$ cat src/sv/frmz_pkg.sv
package frmz_pkg;

    localparam int DEFAULT_MAX_WIDTH  = 128;
    localparam int DEFAULT_MAX_HEIGHT = 128;

    localparam int COORD_W = 8;
    localparam int PIXEL_W = 24;
    localparam int DIM_W   = 8;
    localparam int MODE_W  = 2;
    localparam int CFG_ADDR_W = 2;

    localparam int QUEUE_DEPTH = 2;

    localparam logic [DIM_W-1:0] RESET_WIDTH  = 8'd128;
    localparam logic [DIM_W-1:0] RESET_HEIGHT = 8'd128;

    localparam logic [CFG_ADDR_W-1:0] CFG_SRC_WIDTH      = 2'd0;
    localparam logic [CFG_ADDR_W-1:0] CFG_SRC_HEIGHT     = 2'd1;
    localparam logic [CFG_ADDR_W-1:0] CFG_TRANSFORM_MODE = 2'd2;

    localparam logic [MODE_W-1:0] MODE_MIRROR   = 2'd0;
    localparam logic [MODE_W-1:0] MODE_ROTATE   = 2'd1;
    localparam logic [MODE_W-1:0] MODE_ZOOM_IN  = 2'd2;
    localparam logic [MODE_W-1:0] MODE_ZOOM_OUT = 2'd3;

    localparam logic OPC_WRITE = 1'b0;
    localparam logic OPC_READ  = 1'b1;

    typedef enum logic [1:0] {
        OP_WRITE,
        OP_READ,
        OP_REJECT
    } op_kind_t;

    typedef struct packed {
        logic               opcode;
        logic [COORD_W-1:0] coord_x;
        logic [COORD_W-1:0] coord_y;
        logic [PIXEL_W-1:0] pixel_in;
    } in_item_t;

    typedef struct packed {
        logic [PIXEL_W-1:0] pixel_out;
        logic               out_of_range;
    } out_item_t;

    // classified operation passed from front to back
    typedef struct packed {
        op_kind_t           kind;
        logic [COORD_W-1:0] sx;
        logic [COORD_W-1:0] sy;
        logic [PIXEL_W-1:0] pixel;
    } op_item_t;

endpackage

$ cat src/sv/frmz_fifo.sv
module frmz_fifo (
    input  logic               clk,
    input  logic               rst_n,
    input  logic               push,
    input  frmz_pkg::op_item_t push_item,
    input  logic               pop,
    output logic               full,
    output logic               not_empty,
    output frmz_pkg::op_item_t head
);
    import frmz_pkg::*;

    localparam int PTR_W = (QUEUE_DEPTH > 1) ? $clog2(QUEUE_DEPTH) : 1;
    localparam int CNT_W = $clog2(QUEUE_DEPTH + 1);
    localparam logic [PTR_W-1:0] LAST_PTR = PTR_W'(QUEUE_DEPTH - 1);
    localparam logic [CNT_W-1:0] FULL_CNT = CNT_W'(QUEUE_DEPTH);

    op_item_t         slot_reg [QUEUE_DEPTH];
    logic [PTR_W-1:0] wr_ptr_reg;
    logic [PTR_W-1:0] rd_ptr_reg;
    logic [CNT_W-1:0] count_reg;
    logic [PTR_W-1:0] wr_ptr_next;
    logic [PTR_W-1:0] rd_ptr_next;
    logic [CNT_W-1:0] count_next;
    logic             do_push;
    logic             do_pop;

    assign full      = (count_reg == FULL_CNT);
    assign not_empty = (count_reg != '0);
    assign head      = slot_reg[rd_ptr_reg];
    assign do_push   = push && !full;
    assign do_pop    = pop && not_empty;

    always_comb
    begin
        wr_ptr_next = wr_ptr_reg;
        rd_ptr_next = rd_ptr_reg;
        count_next  = count_reg;
        if (do_push)
            wr_ptr_next = (wr_ptr_reg == LAST_PTR) ? '0 : wr_ptr_reg + 1'b1;
        if (do_pop)
            rd_ptr_next = (rd_ptr_reg == LAST_PTR) ? '0 : rd_ptr_reg + 1'b1;
        if (do_push && !do_pop)
            count_next = count_reg + 1'b1;
        else if (do_pop && !do_push)
            count_next = count_reg - 1'b1;
    end

    always_ff @(posedge clk or negedge rst_n)
    begin
        if (!rst_n)
        begin
            wr_ptr_reg <= '0;
            rd_ptr_reg <= '0;
            count_reg  <= '0;
        end
        else
        begin
            wr_ptr_reg <= wr_ptr_next;
            rd_ptr_reg <= rd_ptr_next;
            count_reg  <= count_next;
        end
    end

    always_ff @(posedge clk)
    begin
        if (do_push)
            slot_reg[wr_ptr_reg] <= push_item;
    end

    property p_no_overflow;
        @(posedge clk) disable iff (!rst_n)
        !(push && full);
    endproperty
    a_no_overflow: assert property (p_no_overflow)
        else $error("transfer pushed into a full queue");

    property p_count_bound;
        @(posedge clk) disable iff (!rst_n)
        count_reg <= FULL_CNT;
    endproperty
    a_count_bound: assert property (p_count_bound)
        else $error("queue fill count beyond depth");

endmodule

$ cat config.mk
export PLATFORM = sky130hd
export DESIGN_NAME = frmz_fifo
export DESIGN_NICKNAME = d
export VERILOG_FILES = /design/src/sv/frmz_pkg.sv /design/src/sv/frmz_fifo.sv
export SDC_FILE = /design/constraint.sdc
export NUM_CORES = 1
export LEC_CHECK = 0
export BUFFER_PORTS_ARGS = -buffer_cell sky130_fd_sc_hd__buf_2
export CORE_MARGIN = 2
export CORE_UTILIZATION = 45
export CTS_BUF_LIST = sky130_fd_sc_hd__clkbuf_2
export DETAILED_ROUTE_END_ITERATION = 8
export PLACE_DENSITY_LB_ADDON = 0.08
export SYNTH_ARGS = -nofsm -noshare
export SYNTH_HDL_FRONTEND = slang
export SYNTH_SLANG_ARGS = --single-unit
$ cat constraint.sdc
create_clock -name clk -period 5 [get_ports clk]
set_clock_uncertainty 0.15 [all_clocks]
set_input_delay 0.25 -clock clk [delete_from_list [all_inputs] [get_ports clk]]
set_output_delay 0.25 -clock clk [all_outputs]
set_load 0.03 [all_outputs]
==> results_dict.tcl <==
set metrics [dict create \
    status "finished clean" \
    grt.total_usage_pct 13.8 \
    drt_iter0_drc 67 \
    clkSinkCount 88 \
    via_per_inst 4.51 \
    synthMuxAreaShare_pct 18.1 \
    dp_cells 335 \
    dp_hpwl_microns 3580 \
    tns_ns 0 \
    finalSetupViolations 0 \
    path_buf_inv 2 \
    htreeDepth 3 \
    drive_gt1_share_pct 50.3 \
    seq_area_sq_um 2620 \
    min_path_type "in -> reg" \
    final_hold_viol_count 0 \
    yosys.area_share.simple_pct 0.985 \
    min_period_ns 2.80 \
    post-route-util_pct 61.8 \
    layout_common_cells "buf_2, edfxtp_1, dlygate4sd3_1" \
    num_vias 1792 \
    seqPwrFrac_pct 43.7 \
    synth_top_family_by_area "multiplexers" \
    ys_seq_area_share_pct 76.4 \
    syn_nets 197 \
    cts_resized 0 \
    grt_setup_unrepaired "false" \
    tightest_slew_ns 0.996 \
    yosys_warnings 0 \
    yosysUniqueCellTypes 15 \
    syn_avg_cell_area_sq_um 22.9 \
    dieArea_sq_um 8340 \
    initial_core_util_pct 46.8 \
    switching_share_pct 36.4 \
    antenna_found_initial 0 \
    clk_latency_ns 0.49 \
    ys_seq_elements 88 \
    multiInputGateArea_sq_um 718 \
    crit_path_start_kind "register" \
    largest_reg_flops 84 \
    critPathKind "reg -> out" \
    yosys.area_share.xor_xnor_pct 1.28 \
    num_antenna_cells 0 \
    fillerInstances 557 \
    detail-route-antenna-nets 0 \
    cp_slowest_cell "dfrtp_2" \
    gp_congestion 0.716 \
    cts.clk_slew.worst_paths_ns 0.22 \
    wl_per_cell_microns 14.0 \
    drc 0 \
    grt_pass1_vias 1826 \
    layout_commonest_cell "buf_2" \
    p_sw_w 0.000918 \
    p_leak_nw 1.85 \
    slew_viol_final 0 \
    crit_required_ns 4.60 \
    p_comb_share_pct 41.0 \
    cts_buffers 9 \
    nets 340 \
    fp.dieH_microns 91.3 \
    clockPowerShare_pct 15.3 \
    synth_adder_area_share_pct 0.365 \
    power_density_nw_per_um2 557 \
    fp-row-count 31 \
    dp_slack_ns 2.72 \
    synth_compound_area_share_pct 0 \
    cts_setup_buffers 0 \
    grt_max_degree 43 \
    ctsHoldBuffers 46 \
    arrival_ns 2.40 \
    cp_max_fo 23 \
    intPower_w 0.00161 \
    cts_buffer_depth 2 \
    syn-cell-area_sq_um 3430 \
    crit_start "rd_ptr_reg" \
    relSlewSlack_pct 33.6 \
    cts_root_buf "clkbuf_2" \
    r2r-start "count_reg[0]" \
    core_sq_um 7330 \
    hp-start "push_item[33]" \
    cp_top_family "flip-flops" \
    io_buffers 89 \
    fmax_mhz 357 \
    drt-pass1-iter-count 4 \
    cts_tree "done" \
    ir_worst_vdd_mv 0.396 \
    finalWirelength_microns 5580 \
    cp_slowest_stage_delay_ns 0.83 \
    final_cell_count_no_fill 397 \
    endpoint_kind "output pin" \
    setup_slack_ns 2.20 \
    cp_cell_sequence "buf_4 -> mux2_2 -> buf_2" \
    die_w_microns 91.3 \
    syn_inst 150 \
    finalPower_w 0.00252 \
    grt_first_pass_wirelength_microns 8580 \
    syn2layout_area_growth_pct 32.0 \
    min_period_over_period_pct 56.0 \
    io_pins 90 \
    overflow 0 \
    drv_cap 0 \
]
synthesized netlist by cell type:
master / number / area (sq um)
buf_6: 1 / 11.3
and3_1: 1 / 6.26
inv_1: 2 / 7.51
nor2_1: 2 / 7.51
nand2_1: 2 / 7.51
edfxtp_1: 84 / 2520
or2_1: 1 / 6.26
xor2_1: 2 / 17.5
xnor2_1: 3 / 26.3
dfrtp_1: 4 / 100
nand2b_1: 1 / 6.26
ha_1: 1 / 12.5
mux2_2: 3 / 33.8
mux2_4: 39 / 586
buf_12: 4 / 80.1
power by group through the flow:
stage | registers (W) | clock network, W | logic (W)
floorplan | 0.00107 | 0 | 0.000894
global placement | 0.00112 | 0 | 0.00102
detailed placement | 0.00112 | 0 | 0.00102
CTS | 0.00111 | 0.000398 | 0.00105
global route | 0.00112 | 0.000427 | 0.00109
finish | 0.00110 | 0.000387 | 0.00103
worst register-to-register path, stage by stage (launching register included):
cell and delay [ns]:
dfrtp_1 0.47, nand2b_1 0.16, and3_2 0.86
metrics by stage:
stage / cell area (sq um) / hold WS, ns
finish: 4530 / 0.300
global route: 4530 / 0.247
CTS: 4530 / 0.254
detailed placement: 3930 / -0.0810
global placement: 3930 / -0.0857
floorplan: 3430 / -0.196
layer usage:
| layer | up-vias | GRT usage, % | wire, microns | part of all wire (%) |
|---|---|---|---|---|
| li1 | 864 | - | - | - |
| met1 | 865 | 15.6 | 2360 | 42 |
| met2 | 53 | 24.4 | 2880 | 52 |
| met3 | 10 | 2.99 | 229 | 4.1 |
| met4 | 0 | 7.20 | 108 | 1.9 |
| met5 | - | 0 | 0 | 0 |
cells by family after synthesis:
kind of cell,after synthesis
xor+xnor,5
buf+inv,7
mux,42
simple gates,7
fa+ha+maj,1
flops,88
layout make-up:
| cell class | instances | share of cell area (%) |
|---|---|---|
| flip-flops and latches | 88 | 57.9 |
| repair buffers | 137 | 20.3 |
| multi-input cells | 55 | 15.9 |
| well taps | 99 | 2.74 |
| clock inverters | 6 | 1.85 |
| clock buffers | 10 | 1.11 |
| inverters | 2 | 0.166 |
worst paths after layout:
kind / to / slack (ns) / depth (start not counted)
worst max-delay path: head[25] / 2.20 / 3
worst min-delay path: slot_reg[0][33] / 0.30 / 2
worst max register to register: slot_reg[1][38] / 2.98 / 2
worst min register to register: count_reg[1] / 0.36 / 1
max in group asynchronous: rd_ptr_reg / 4.01 / 3
min in group asynchronous: count_reg[1] / 0.47 / 3
(Power assumes the default switching activity.)
