`src/sv/frmz_pkg.sv`:
```
package frmz_pkg;

    localparam int DEFAULT_MAX_WIDTH  = 128;
    localparam int DEFAULT_MAX_HEIGHT = 128;

    localparam int COORD_W = 8;
    localparam int PIXEL_W = 24;
    localparam int DIM_W   = 8;
    localparam int MODE_W  = 2;
    localparam int CFG_ADDR_W = 2;

    localparam int QUEUE_DEPTH = 2;

    localparam logic [DIM_W-1:0] RESET_WIDTH  = 8'd128;
    localparam logic [DIM_W-1:0] RESET_HEIGHT = 8'd128;

    localparam logic [CFG_ADDR_W-1:0] CFG_SRC_WIDTH      = 2'd0;
    localparam logic [CFG_ADDR_W-1:0] CFG_SRC_HEIGHT     = 2'd1;
    localparam logic [CFG_ADDR_W-1:0] CFG_TRANSFORM_MODE = 2'd2;

    localparam logic [MODE_W-1:0] MODE_MIRROR   = 2'd0;
    localparam logic [MODE_W-1:0] MODE_ROTATE   = 2'd1;
    localparam logic [MODE_W-1:0] MODE_ZOOM_IN  = 2'd2;
    localparam logic [MODE_W-1:0] MODE_ZOOM_OUT = 2'd3;

    localparam logic OPC_WRITE = 1'b0;
    localparam logic OPC_READ  = 1'b1;

    typedef enum logic [1:0] {
        OP_WRITE,
        OP_READ,
        OP_REJECT
    } op_kind_t;

    typedef struct packed {
        logic               opcode;
        logic [COORD_W-1:0] coord_x;
        logic [COORD_W-1:0] coord_y;
        logic [PIXEL_W-1:0] pixel_in;
    } in_item_t;

    typedef struct packed {
        logic [PIXEL_W-1:0] pixel_out;
        logic               out_of_range;
    } out_item_t;

    // classified operation passed from front to back
    typedef struct packed {
        op_kind_t           kind;
        logic [COORD_W-1:0] sx;
        logic [COORD_W-1:0] sy;
        logic [PIXEL_W-1:0] pixel;
    } op_item_t;

endpackage

```
`src/sv/frmz_front.sv`:
```
module frmz_front #(
    parameter int MAX_WIDTH  = frmz_pkg::DEFAULT_MAX_WIDTH,
    parameter int MAX_HEIGHT = frmz_pkg::DEFAULT_MAX_HEIGHT
) (
    input  logic                                 clk,
    input  logic                                 rst_n,
    input  logic                                 cfg_we,
    input  logic [frmz_pkg::CFG_ADDR_W-1:0]      cfg_addr,
    input  logic [frmz_pkg::DIM_W-1:0]           cfg_data,
    input  logic                                 accept,
    input  frmz_pkg::in_item_t                   cmd,
    output frmz_pkg::op_item_t                   item
);
    import frmz_pkg::*;

    localparam logic [DIM_W-1:0] WIDTH_CAP  = DIM_W'((MAX_WIDTH  < 255) ? MAX_WIDTH  : 255);
    localparam logic [DIM_W-1:0] HEIGHT_CAP = DIM_W'((MAX_HEIGHT < 255) ? MAX_HEIGHT : 255);

    logic [DIM_W-1:0]  width_reg;
    logic [DIM_W-1:0]  height_reg;
    logic [MODE_W-1:0] mode_reg;

    logic [DIM_W-1:0]   w_eff;
    logic [DIM_W-1:0]   h_eff;
    logic [DIM_W:0]     out_w;
    logic [DIM_W:0]     out_h;
    logic               wr_ok;
    logic               rd_ok;
    logic [COORD_W-1:0] sx;
    logic [COORD_W-1:0] sy;

    always_ff @(posedge clk or negedge rst_n)
    begin
        if (!rst_n)
        begin
            width_reg  <= RESET_WIDTH;
            height_reg <= RESET_HEIGHT;
            mode_reg   <= MODE_MIRROR;
        end
        else if (cfg_we)
        begin
            case (cfg_addr)
                CFG_SRC_WIDTH:      width_reg  <= cfg_data;
                CFG_SRC_HEIGHT:     height_reg <= cfg_data;
                CFG_TRANSFORM_MODE: mode_reg   <= cfg_data[MODE_W-1:0];
                default:            ;
            endcase
        end
    end

    // clamp the frame size to the store
    assign w_eff = (width_reg  > WIDTH_CAP)  ? WIDTH_CAP  : width_reg;
    assign h_eff = (height_reg > HEIGHT_CAP) ? HEIGHT_CAP : height_reg;

    always_comb
    begin
        case (mode_reg)
            MODE_MIRROR:
            begin
                out_w = {1'b0, w_eff};
                out_h = {1'b0, h_eff};
                sx    = w_eff - 8'd1 - cmd.coord_x;
                sy    = cmd.coord_y;
            end
            MODE_ROTATE:
            begin
                out_w = {1'b0, h_eff};
                out_h = {1'b0, w_eff};
                sx    = cmd.coord_y;
                sy    = h_eff - 8'd1 - cmd.coord_x;
            end
            MODE_ZOOM_IN:
            begin
                out_w = {w_eff, 1'b0};
                out_h = {h_eff, 1'b0};
                sx    = {1'b0, cmd.coord_x[COORD_W-1:1]};
                sy    = {1'b0, cmd.coord_y[COORD_W-1:1]};
            end
            MODE_ZOOM_OUT:
            begin
                out_w = {2'b00, w_eff[DIM_W-1:1]};
                out_h = {2'b00, h_eff[DIM_W-1:1]};
                sx    = {cmd.coord_x[COORD_W-2:0], 1'b0};
                sy    = {cmd.coord_y[COORD_W-2:0], 1'b0};
            end
            default:
            begin
                out_w = '0;
                out_h = '0;
                sx    = '0;
                sy    = '0;
            end
        endcase
    end

    assign wr_ok = (cmd.coord_x < w_eff) && (cmd.coord_y < h_eff);
    assign rd_ok = ({1'b0, cmd.coord_x} < out_w) && ({1'b0, cmd.coord_y} < out_h);

    always_comb
    begin
        item.pixel = cmd.pixel_in;
        if (cmd.opcode == OPC_WRITE)
        begin
            item.kind = wr_ok ? OP_WRITE : OP_REJECT;
            item.sx   = cmd.coord_x;
            item.sy   = cmd.coord_y;
        end
        else
        begin
            item.kind = rd_ok ? OP_READ : OP_REJECT;
            item.sx   = sx;
            item.sy   = sy;
        end
    end

    property p_write_in_frame;
        @(posedge clk) disable iff (!rst_n)
        (accept && item.kind == OP_WRITE) |-> (item.sx < w_eff && item.sy < h_eff);
    endproperty
    a_write_in_frame: assert property (p_write_in_frame)
        else $error("write classified outside the source frame");

    property p_read_in_frame;
        @(posedge clk) disable iff (!rst_n)
        (accept && item.kind == OP_READ) |-> (item.sx < w_eff && item.sy < h_eff);
    endproperty
    a_read_in_frame: assert property (p_read_in_frame)
        else $error("read mapped outside the source frame");

endmodule

```
`config.mk`:
```
export PLATFORM = sky130hd
export DESIGN_NAME = frmz_front
export DESIGN_NICKNAME = d
export VERILOG_FILES = /design/src/sv/frmz_pkg.sv /design/src/sv/frmz_front.sv
export SDC_FILE = /design/constraint.sdc
export NUM_CORES = 1
export LEC_CHECK = 0
export BUFFER_PORTS_ARGS = -buffer_cell sky130_fd_sc_hd__buf_4
export CORE_MARGIN = 5
export CORE_UTILIZATION = 45
export CTS_CLUSTER_DIAMETER = 60
export DETAILED_ROUTE_END_ITERATION = 12
export GPL_TIMING_DRIVEN = 0
export PLACE_DENSITY = 0.77
export SYNTH_ARGS = -nofsm -noshare
export SYNTH_HDL_FRONTEND = slang
export SYNTH_SLANG_ARGS = --single-unit
```
`constraint.sdc`:
```
create_clock -name clk -period 8.9 [get_ports clk]
set_input_delay 2.225 -clock clk [delete_from_list [all_inputs] [get_ports clk]]
set_output_delay 2.225 -clock clk [all_outputs]
set_load 0.03 [all_outputs]
```
==> metrics <==
Area Growth Syn to Fin=22.1%; crit-path most repeated cell=buf_4; Largest stage delay, worst path=430 ps; Final Setup Violations=0; Clock Sinks=18; power per cell area=167 nW/µm²; crit end category=primary output; Via density=5.91; Post-synth ARST share=1.00; number of cells on the critical path=10; Final Max Slew Viols=0; Req. time, crit path=6680 ps; first-pass GRT wire length=15000 µm; CP endpoint=item[36]; Crit path buffers/inverters=3; total die area=8800 µm²; CTS root buffer=clkbuf_8; synthesized area=3160 µm²; Least-Margin Pin Slew=679 ps; Residual DRC=0; # rows=30; Post-synth top flop=dfrtp_1; pin count of the biggest net entering global routing=19; Core ar.=6830 µm²; hold_ws=527 ps; Crit Path Category=primary input to primary output; most common cell after layout, fill and taps aside=buf_4; post-CTS setup buffers=0; CTS Hold Bufs=0; Post-Synthesis Cells=370; commonest cells after routing, fill and taps aside=buf_4 (97), ha_1 (41), inv_1 (30), nand2_1 (28), a21oi_1 (27); antenna cells=0; drt total wl=9520 µm; clk_skew=0 ps; Area after DPL=3810 µm²; count of different cell masters after synthesis=58; Die X=93.8 µm; Bufs on Longest Clock Path=2; TNS Setup=0 ps; CTS H-tree lvls=1; Setup WS post-layout=2500 ps; Critical Path Start Type=primary input; vias in the first global route=3130; post-cts repair resize count=0; cell area after layout=3860 µm²; pre-CTS setup slack=2510 ps; CTS tree=yes; final worst path period need=6400 ps; Seq cells post-synth=18; largest delay contributor family on the critical path=compound AO/OA/AOI/OAI gates; outcome=finished clean; crit path DAT=4180 ps; GRT overflow=0; launching point of the worst reg2reg path=mode_reg[1]; hold path cells=1; gp weighted congestion=0.995; Skew-Pair Late Insertion Delay=250 ps; IO buf count=71; VDD IR max=0.139 mV; Post-synth EDFFs=0; GRT Resource Usage Total=0.212; layout cells sized above 1=0.351; Reg-to-Reg End=mode_reg[1]; Syn Area/Cell=8.55 µm²; CP Cell Sequence=buf_4 -> inv_1 -> ha_1 -> fa_1 -> a21o_1 -> a21oi_1 -> xor2_1 -> o2111ai_1 -> o221a_2 -> buf_4; DP HPWL=7640 µm; Final Hold Viols=0; Peak Freq=0.156 GHz; Max Cap Viol=0; DR iter-0 viols=174; Syn Nets=468; Net count, final=544; Die Ht=93.8 µm; min-delay worst type=flip-flop to flip-flop; initial antenna violation count=0; I/O Pins=97; routed wire length per instance=17.6 µm; worst reg-to-reg setup slack=7490 ps; critical path startpoint=cmd[32]; CP max-delay cell=fa_1; Max transition margin=0.545; vias=3198; P_leak=1.86 nW; R2R depth=4; sequential fraction of the synthesis area=0.143; RSZ-0062 raised after global routing=false; initial core utilization=0.463; Crit Path Max Fanout=4; DRT Pass-1 Iters=6; antenna-violating nets left=0; clock transition at the registers of the reported paths=60 ps; yosys warns=0; Num CTS Buffers=3; final worst path period share=0.720
logic make-up (layout without fill, tap and decap cells):
family,Yosys count,count (layout),synth area share
adders and majority gates,43,43,0.175
AOI/OAI and AO/OA,104,104,0.218
buffers and inverters,73,148,0.128
and+or+nand+nor,86,86,0.139
DFF,18,18,0.143
muxes,38,38,0.175
xor gates and xnor gates,8,8,0.0222
stage by stage:
stage | cells | power (mW) | util
after global routing | 541 | 0.696 | 0.565
after floorplan | 370 | 0.452 | -
after detailed placement | 537 | 0.583 | 0.558
after CTS | 541 | 0.642 | 0.565
after global placement | 537 | 0.572 | 0.558
final | 541 | 0.644 | 0.565
area by class of cell:
class                   instances  area, µm²
fillers                       635       2970
well taps                      96        120
repair buffers                 71        533
multi-input cells             279       2300
clock buffers                   4       45.0
plain buffers                  40        282
inverters                      33        124
flip-flops and latches         18        453
worst min-delay path by stage:
stage / start / to / slack [ps]
3_3_place_gp: height_reg[3] / height_reg[3] / 490
2_1_floorplan: height_reg[2] / height_reg[2] / 480
6_report: width_reg[3] / width_reg[3] / 530
4_1_cts: width_reg[3] / width_reg[3] / 520
5_1_grt: width_reg[3] / width_reg[3] / 530
3_5_place_dp: width_reg[3] / width_reg[3] / 510
cell usage after synthesis (7+ instances only):
master    count  share of area
a211oi_1      8          0.019
a21oi_1      27          0.043
a31oi_1       7          0.014
buf_2         9          0.014
buf_4        26          0.062
dfrtp_1      16           0.13
ha_1         41           0.16
inv_1        30          0.036
mux2_2       18          0.064
mux2i_1       8          0.025
mux4_2       12          0.085
nand2_1      28          0.033
nand3_1       7          0.011
nor2_1       20          0.024
o21ai_0      19          0.030
o22ai_1       7          0.014
metal layers:
metal,GRT usage,share of wire
met5,0,0
met4,0.101,0.037
met1,0.271,0.40
met3,0.0240,0.098
met2,0.353,0.46
report_power, final:
part           leakage (nW)  internal, mW  switching [mW]
Sequential            0.210        0.0986          0.0121
Combinational          1.63         0.206           0.271
Clock                0.0228        0.0317          0.0245
Total                  1.86         0.336           0.307
No activity file was read; power rests on OpenSTA's default activity.
